## src/sv/fbc_pkg.sv

```systemverilog
// Shared types and constants for the frustum box cull block.
// Used by fbc_mac and frustum_box_cull; depends on nothing else.
package fbc_pkg;

  // Edge length of one tile cube, in world units.
  localparam int TILE_SIZE = 64;

  // Matrix entries are signed Q16.16.
  localparam int MAT_W = 32;
  // A plane normal or offset is the exact sum or difference of two entries.
  localparam int N_W   = MAT_W + 1;
  // Tile grid coordinates are signed 13-bit integers.
  localparam int TILE_W = 13;
  // Vertex coordinates reach +/- 4096 * TILE_SIZE.
  localparam int P_W   = $clog2(4096 * TILE_SIZE + 1) + 1;
  // One term of the distance sum.
  localparam int PROD_W = N_W + P_W;
  // Three vertex terms and the offset, with headroom.
  localparam int ACC_W = PROD_W + 2;

  // Axis codes of the term being worked on.
  localparam logic [1:0] AXIS_X   = 2'd0;
  localparam logic [1:0] AXIS_Y   = 2'd1;
  localparam logic [1:0] AXIS_Z   = 2'd2;
  localparam logic [1:0] AXIS_OFS = 2'd3;

  // Input function codes.
  localparam logic FUNC_LOAD = 1'b0;
  localparam logic FUNC_TEST = 1'b1;

  // Last plane index (six planes, 0..5).
  localparam logic [2:0] LAST_PLANE = 3'd5;

  // Control that travels with one multiply-accumulate step.
  typedef struct packed {
    logic       valid;
    logic       first;
    logic       last;
    logic       sub;
    logic [1:0] k;
  } step_t;

endpackage

```

## src/sv/fbc_mac.sv

```systemverilog
// Shared arithmetic unit: forms one plane normal component, picks the
// matching cube vertex coordinate and registers their product.
// Depends on fbc_pkg.
module fbc_mac (
  input  logic                                clk,
  input  logic                                rst,
  input  fbc_pkg::step_t                      step,
  input  logic signed [fbc_pkg::MAT_W-1:0]    a,
  input  logic signed [fbc_pkg::MAT_W-1:0]    b,
  input  logic signed [fbc_pkg::P_W-1:0]      base_x,
  input  logic signed [fbc_pkg::P_W-1:0]      base_y,
  output fbc_pkg::step_t                      step_q,
  output logic signed [fbc_pkg::PROD_W-1:0]   prod
);

  localparam logic signed [fbc_pkg::P_W-1:0] TILE_S = fbc_pkg::P_W'(fbc_pkg::TILE_SIZE);
  localparam logic signed [fbc_pkg::P_W-1:0] ONE    = fbc_pkg::P_W'(1);

  logic signed [fbc_pkg::N_W-1:0]    a_ext;
  logic signed [fbc_pkg::N_W-1:0]    b_ext;
  logic signed [fbc_pkg::N_W-1:0]    n;
  logic signed [fbc_pkg::P_W-1:0]    base;
  logic signed [fbc_pkg::P_W-1:0]    p;
  logic signed [fbc_pkg::PROD_W-1:0] n_wide;
  logic signed [fbc_pkg::PROD_W-1:0] p_wide;

  // Plane component: row 3 plus or minus the selected row.
  assign a_ext = {a[fbc_pkg::MAT_W-1], a};
  assign b_ext = {b[fbc_pkg::MAT_W-1], b};
  assign n     = step.sub ? (a_ext - b_ext) : (a_ext + b_ext);

  // Lower cube corner on this axis; z starts at zero.
  always_comb begin
    unique case (step.k)
      fbc_pkg::AXIS_X: base = base_x;
      fbc_pkg::AXIS_Y: base = base_y;
      default:         base = '0;
    endcase
  end

  // Positive vertex: upper corner where the normal is strictly positive.
  // The offset term is multiplied by one.
  always_comb begin
    if (step.k == fbc_pkg::AXIS_OFS) begin
      p = ONE;
    end else if (n > 0) begin
      p = base + TILE_S;
    end else begin
      p = base;
    end
  end

  assign n_wide = {{(fbc_pkg::PROD_W-fbc_pkg::N_W){n[fbc_pkg::N_W-1]}}, n};
  assign p_wide = {{(fbc_pkg::PROD_W-fbc_pkg::P_W){p[fbc_pkg::P_W-1]}}, p};

  // Product register and its control.
  always_ff @(posedge clk) begin
    if (rst) begin
      step_q <= '0;
    end else begin
      step_q <= step;
    end
    prod <= n_wide * p_wide;
  end

endmodule

```

## src/sv/frustum_box_cull.sv

```systemverilog
// Frustum culling of tile cubes against a loaded 4x4 view-projection matrix.
// Top level; depends on fbc_pkg and fbc_mac.
//
// Usage: every input transaction on the s_ group carries a function code in
// s_tuser. A load (code 0) writes one Q16.16 matrix entry at (column, row)
// and is done in the cycle it is accepted; it produces no output. A test
// (code 1) checks the cube of one tile against the six frustum planes and
// produces one output transaction whose bit 0 is 1 when the tile is in view.
// A test runs 24 steps of the shared multiply unit (six planes, three axes
// plus offset each), then drains the product register in the drain state
// and posts the result in the finish state; the next item can be taken
// once the sequencer is back in idle. s_tready is low while a test is in
// progress. The result sits in an output register, so a new item can be
// accepted while it waits; a finished test holds until the previous result
// is taken when the receiver stalls. Reset clears the matrix to zero, drops
// m_tvalid and returns to idle.
module frustum_box_cull (
  input  logic        clk,
  input  logic        rst,
  input  logic        s_tvalid,
  output logic        s_tready,
  // s_tdata: mat_col[1:0], mat_row[3:2], mat_value[35:4], tile_x[48:36],
  //          tile_y[61:49], zero fill[63:62]
  input  logic [63:0] s_tdata,
  // s_tuser: func[0]
  input  logic [0:0]  s_tuser,
  output logic        m_tvalid,
  input  logic        m_tready,
  // m_tdata: in_view[0], zero fill[7:1]
  output logic [7:0]  m_tdata
);

  typedef enum logic [1:0] {IDLE, RUN, DRAIN, FINISH} state_t;

  localparam logic signed [fbc_pkg::P_W-1:0] TILE_S = fbc_pkg::P_W'(fbc_pkg::TILE_SIZE);

  state_t state;
  logic [2:0] plane;
  logic [1:0] k;
  logic outside;
  logic signed [fbc_pkg::ACC_W-1:0] acc;
  logic signed [fbc_pkg::P_W-1:0]   base_x;
  logic signed [fbc_pkg::P_W-1:0]   base_y;

  // Row 3 of every column, and rows 0..2 of every column.
  logic signed [fbc_pkg::MAT_W-1:0] row3 [4];
  logic signed [fbc_pkg::MAT_W-1:0] rlo  [4][3];

  // Unpacked input fields.
  logic        func;
  logic [1:0]  mat_col;
  logic [1:0]  mat_row;
  logic signed [fbc_pkg::MAT_W-1:0]  mat_value;
  logic signed [fbc_pkg::TILE_W-1:0] tile_x;
  logic signed [fbc_pkg::TILE_W-1:0] tile_y;
  logic signed [fbc_pkg::P_W-1:0]    tx_ext;
  logic signed [fbc_pkg::P_W-1:0]    ty_ext;

  logic accept;
  logic [1:0] axis_i;
  fbc_pkg::step_t step;
  fbc_pkg::step_t step_q;
  logic signed [fbc_pkg::MAT_W-1:0]  a;
  logic signed [fbc_pkg::MAT_W-1:0]  b;
  logic signed [fbc_pkg::PROD_W-1:0] prod;
  logic signed [fbc_pkg::ACC_W-1:0]  prod_ext;
  logic signed [fbc_pkg::ACC_W-1:0]  acc_next;

  assign func      = s_tuser[0];
  assign mat_col   = s_tdata[1:0];
  assign mat_row   = s_tdata[3:2];
  assign mat_value = s_tdata[35:4];
  assign tile_x    = s_tdata[48:36];
  assign tile_y    = s_tdata[61:49];
  assign tx_ext = {{(fbc_pkg::P_W-fbc_pkg::TILE_W){tile_x[fbc_pkg::TILE_W-1]}}, tile_x};
  assign ty_ext = {{(fbc_pkg::P_W-fbc_pkg::TILE_W){tile_y[fbc_pkg::TILE_W-1]}}, tile_y};

  assign s_tready = (state == IDLE);
  assign accept   = s_tvalid && s_tready;

  // Plane index: bits 2:1 pick the row, bit 0 picks the sign.
  assign axis_i = plane[2:1];

  // Step issued to the shared unit this cycle.
  always_comb begin
    step.valid = (state == RUN);
    step.first = (k == fbc_pkg::AXIS_X);
    step.last  = (k == fbc_pkg::AXIS_OFS);
    step.sub   = plane[0];
    step.k     = k;
  end

  assign a = row3[k];
  assign b = rlo[k][axis_i];

  fbc_mac u_mac (
    .clk    (clk),
    .rst    (rst),
    .step   (step),
    .a      (a),
    .b      (b),
    .base_x (base_x),
    .base_y (base_y),
    .step_q (step_q),
    .prod   (prod)
  );

  // Accumulate the distance of the current plane.
  assign prod_ext = {{(fbc_pkg::ACC_W-fbc_pkg::PROD_W){prod[fbc_pkg::PROD_W-1]}}, prod};
  assign acc_next = (step_q.first ? '0 : acc) + prod_ext;

  // Matrix store.
  always_ff @(posedge clk) begin
    if (rst) begin
      for (int c = 0; c < 4; c++) begin
        row3[c] <= '0;
        for (int r = 0; r < 3; r++) begin
          rlo[c][r] <= '0;
        end
      end
    end else if (accept && func == fbc_pkg::FUNC_LOAD) begin
      if (mat_row == 2'd3) begin
        row3[mat_col] <= mat_value;
      end else begin
        rlo[mat_col][mat_row] <= mat_value;
      end
    end
  end

  // Sequencer, accumulator and output register.
  always_ff @(posedge clk) begin
    if (rst) begin
      state    <= IDLE;
      plane    <= '0;
      k        <= '0;
      outside  <= 1'b0;
      m_tvalid <= 1'b0;
      m_tdata  <= '0;
    end else begin
      // The finish state posts the next result itself.
      if (m_tvalid && m_tready && state != FINISH) begin
        m_tvalid <= 1'b0;
      end

      if (step_q.valid) begin
        acc <= acc_next;
        if (step_q.last && acc_next < 0) begin
          outside <= 1'b1;
        end
      end

      unique case (state)
        IDLE: begin
          if (accept && func == fbc_pkg::FUNC_TEST) begin
            base_x  <= tx_ext * TILE_S;
            base_y  <= ty_ext * TILE_S;
            plane   <= '0;
            k       <= fbc_pkg::AXIS_X;
            outside <= 1'b0;
            state   <= RUN;
          end
        end
        RUN: begin
          k <= k + 2'd1;
          if (k == fbc_pkg::AXIS_OFS) begin
            if (plane == fbc_pkg::LAST_PLANE) begin
              state <= DRAIN;
            end else begin
              plane <= plane + 3'd1;
            end
          end
        end
        DRAIN: begin
          state <= FINISH;
        end
        FINISH: begin
          // Post the result once the output register is free.
          if (!m_tvalid || m_tready) begin
            m_tvalid <= 1'b1;
            m_tdata  <= {7'd0, ~outside};
            state    <= IDLE;
          end
        end
        default: state <= IDLE;
      endcase
    end
  end

endmodule
```

## config.mk

```make
export PLATFORM = sky130hd
export DESIGN_NAME = frustum_box_cull
export DESIGN_NICKNAME = d
export VERILOG_FILES = /design/src/sv/fbc_pkg.sv /design/src/sv/fbc_mac.sv /design/src/sv/frustum_box_cull.sv
export SDC_FILE = /design/constraint.sdc
export NUM_CORES = 2
export LEC_CHECK = 0
export ABC_AREA = 0
export BUFFER_PORTS_ARGS = -buffer_cell sky130_fd_sc_hd__buf_4
export CAP_MARGIN = 20
export CORE_ASPECT_RATIO = 1.75
export CORE_MARGIN = 3
export CORE_UTILIZATION = 30
export DETAILED_ROUTE_END_ITERATION = 12
export MAX_ROUTING_LAYER = met4
export PLACE_DENSITY = 0.47
export SYNTH_ARGS = -nofsm -noshare
export SYNTH_HDL_FRONTEND = slang
export SYNTH_HIERARCHICAL = 1
export SYNTH_SLANG_ARGS = --single-unit
```

## constraint.sdc

```tcl
create_clock -name clk -period 41.5 [get_ports clk]
set_input_delay 8.3 -clock clk [delete_from_list [all_inputs] [get_ports clk]]
set_output_delay 8.3 -clock clk [all_outputs]
set_load 0.005 [all_outputs]
```

==> impl_results.html <==
<table>
<tr><th>Metric</th><th>Value</th></tr>
<tr><th colspan="2">Outcome</th></tr>
<tr><td>Status</td><td>finished, violations left</td></tr>
<tr><td>Violations in the final reports</td><td>slew limit</td></tr>
<tr><th colspan="2">Timing</th></tr>
<tr><td># setup viols final</td><td>0</td></tr>
<tr><td>Fin. Hold Viols</td><td>0</td></tr>
<tr><td>Count of pins over their slew limit</td><td>154</td></tr>
<tr><td>Clock period minus worst slack</td><td>16.88 ns</td></tr>
<tr><td>Post-route clock skew</td><td>0.02927 ns</td></tr>
<tr><td>Setup repair after global routing missed its margin</td><td>no</td></tr>
<tr><td>Setup TNS</td><td>0 ns</td></tr>
<tr><td>Timing-limited maximum frequency</td><td>59.26 MHz</td></tr>
<tr><td>Period Utilization, post-route</td><td>40.66%</td></tr>
<tr><td>Slew HR</td><td>-140.3%</td></tr>
<tr><td>Worst hold-check slack</td><td>0.4878 ns</td></tr>
<tr><td>Tightest Pin Transition</td><td>3.591 ns</td></tr>
<tr><th colspan="2">Min path</th></tr>
<tr><td>Min-delay worst type</td><td>flop to flop</td></tr>
<tr><th colspan="2">Yosys</th></tr>
<tr><td>Yosys warning count</td><td>6</td></tr>
<tr><td>Syn Inst Count</td><td>5424</td></tr>
<tr><td>Synthesized area divided by synthesized cell count</td><td>10.57 µm²</td></tr>
<tr><td>Post-synthesis instance area</td><td>0.05734 mm²</td></tr>
<tr><th colspan="2">Critical path</th></tr>
<tr><td>Setup crit start kind</td><td>flop</td></tr>
<tr><td>Highest cell delay on the worst timing path</td><td>0.81 ns</td></tr>
<tr><td>Data arrival time of the critical path</td><td>17.42 ns</td></tr>
<tr><td>Type of element capturing the critical path</td><td>flop</td></tr>
<tr><td>Highest net fanout along the worst path</td><td>26</td></tr>
<tr><td>Dominant cell type by count on the critical path</td><td>sky130_fd_sc_hd__fa_1</td></tr>
<tr><td>Worst Path Class, Setup</td><td>flop to flop</td></tr>
<tr><td>Critical Path Slowest Stage Cell</td><td>sky130_fd_sc_hd__nor4_4</td></tr>
<tr><td>Required time at the endpoint of the critical path</td><td>42.04 ns</td></tr>
<tr><th colspan="2">Place</th></tr>
<tr><td>Final estimated routing congestion in global placement</td><td>0.8666</td></tr>
<tr><td>Number of input and output port buffers inserted</td><td>69</td></tr>
<tr><td>DP Wirelength</td><td>133500 µm</td></tr>
<tr><td>Instance count after placement with tap cells included</td><td>7778</td></tr>
<tr><th colspan="2">Finish</th></tr>
<tr><td>Total area of sequential cells</td><td>0.01918 mm²</td></tr>
<tr><td>Layout cell share with drive strength beyond 1</td><td>9.756%</td></tr>
<tr><td># fillers</td><td>19190</td></tr>
<tr><td>Area occupied by multi-input gates</td><td>0.03379 mm²</td></tr>
<tr><td>Core Util, Final</td><td>33.30%</td></tr>
<tr><td>Number of standard cells in the final layout excluding fillers</td><td>7906</td></tr>
<tr><td>Area growth, synth to finish</td><td>9.944%</td></tr>
<tr><td>Final layout net count</td><td>6355</td></tr>
<tr><th colspan="2">Clocking</th></tr>
<tr><td># hold bufs at CTS</td><td>0</td></tr>
<tr><td>Clk sinks</td><td>661</td></tr>
<tr><td>Buffers inserted by post-CTS timing repair</td><td>0</td></tr>
<tr><td>Clock slew at the register clock pins of the worst setup and hold paths</td><td>0.06 ns</td></tr>
<tr><td>TritonCTS buffer count</td><td>69</td></tr>
<tr><td>Number of levels the H-tree was split into</td><td>3</td></tr>
<tr><td>Later-pin clock latency in the skew report</td><td>0.66 ns</td></tr>
<tr><td>CTS-repair resized insts</td><td>0</td></tr>
<tr><td>Clock tree from TritonCTS</td><td>done</td></tr>
<tr><td>CTS Buffer Depth</td><td>3</td></tr>
<tr><td>Root cell of the clock tree</td><td>sky130_fd_sc_hd__clkbuf_16</td></tr>
<tr><th colspan="2">Route</th></tr>
<tr><td>Vias per cell</td><td>4.859</td></tr>
<tr><td>Post-Route WL</td><td>175900 µm</td></tr>
<tr><td>Drt first-iter violations</td><td>1788</td></tr>
<tr><td>WL/cell</td><td>22.25 µm</td></tr>
<tr><td>DRT Pass-1 Iters</td><td>5</td></tr>
<tr><td>Total vias in the final route</td><td>38420</td></tr>
<tr><td>Number of antenna-violating nets in the routed design</td><td>0</td></tr>
<tr><td>Drc violations</td><td>0</td></tr>
<tr><th colspan="2">Global routing</th></tr>
<tr><td>Number of antenna violations at the first check in global routing</td><td>8</td></tr>
<tr><td>Largest net degree at the start of global routing</td><td>69</td></tr>
<tr><td>Vias in the first global route</td><td>42360</td></tr>
<tr><td>Global-route wire length before repair</td><td>263800 µm</td></tr>
<tr><td>Total gr overflow</td><td>0</td></tr>
<tr><td>Global-route usage over all layers</td><td>18.60%</td></tr>
<tr><th colspan="2">Die</th></tr>
<tr><td>Initial Utilization</td><td>30.29%</td></tr>
<tr><td>Horizontal extent of the die</td><td>336.5 µm</td></tr>
<tr><td>IO Count</td><td>79</td></tr>
<tr><td>Floorplan row count</td><td>211</td></tr>
<tr><td>Area of the placeable core</td><td>0.1893 mm²</td></tr>
<tr><td>Die ar.</td><td>0.1966 mm²</td></tr>
<tr><td>Die height</td><td>584.3 µm</td></tr>
<tr><th colspan="2">Run</th></tr>
<tr><td>Number of max-cap violations</td><td>0</td></tr>
</table>
cell type report:
cell class,count,share of cell area (%)
repair buffers,188,2.277
multi-input cells,3596,53.61
inverters,885,5.270
clock inverters,42,0.6610
flip-flops and latches,661,30.43
well taps,2449,4.861
clock buffers,81,2.878
diodes,4,0.01588
routing by layer:
metal	track usage (%)	wire (µm)
met1	17.44	58880
met4	9.523	10190
met3	1.723	5101
met5	-	0
met2	36.85	101800
sequential cells by signal, indices dropped and copies added, names as in the netlist, 3 cells and up, named ones only:
register,flops
row3,128
u_mac/prod,53
base_y,13
acc,55
base_x,13
rlo,384
plane,3
u_mac/step_q,3
per-stage QoR:
step | instance area, µm² | setup slack, ns
final | 63040 | 24.62
after global routing | 63040 | 23.64
after CTS | 63010 | 24.34
after detailed placement | 60780 | 24.37
after global placement | 60760 | 24.40
after floorplan | 57400 | 28.29
placed cells by master, fill, tap and decap left out, types with 54 or more instances in the layout:
cell and count:
sky130_fd_sc_hd__mux4_2 128, sky130_fd_sc_hd__xnor2_1 124, sky130_fd_sc_hd__ha_1 229, sky130_fd_sc_hd__nor3_1 80, sky130_fd_sc_hd__a21o_1 61, sky130_fd_sc_hd__fa_1 656, sky130_fd_sc_hd__buf_4 185, sky130_fd_sc_hd__nor2_1 418
sky130_fd_sc_hd__o21ai_0 82, sky130_fd_sc_hd__inv_1 883, sky130_fd_sc_hd__dfxtp_1 62, sky130_fd_sc_hd__edfxtp_1 593, sky130_fd_sc_hd__nor2b_1 81, sky130_fd_sc_hd__xor2_1 55, sky130_fd_sc_hd__nand2_1 489, sky130_fd_sc_hd__clkbuf_16 71
sky130_fd_sc_hd__a21oi_1 191, sky130_fd_sc_hd__and2_1 438, sky130_fd_sc_hd__mux2i_1 54
worst max-delay path, delay by kind of cell (launching register included):
kind | cells | cell delay [ns]
AOI/OAI and AO/OA | 13 | 3.80
xor gates and xnor gates | 3 | 0.47
adders and majority gates | 9 | 4.38
buffers and inverters | 9 | 1.98
DFF | 1 | 0.65
muxes | 2 | 0.67
and+or+nand+nor | 15 | 4.64
worst paths after layout:
| path | to | cells after the start | slack, ns | start |
|---|---|---|---|---|
| min | outside | 2 | 0.49 | outside |
| max reg2reg | u_mac/prod[50] | 51 | 24.62 | flop |
| min reg2reg | outside | 2 | 0.49 | outside |
| max | u_mac/prod[50] | 51 | 24.62 | flop |
Power is left out: the tool's default activity adds up to more than one toggle a clock period on the data nets, which glitch-free logic cannot reach.
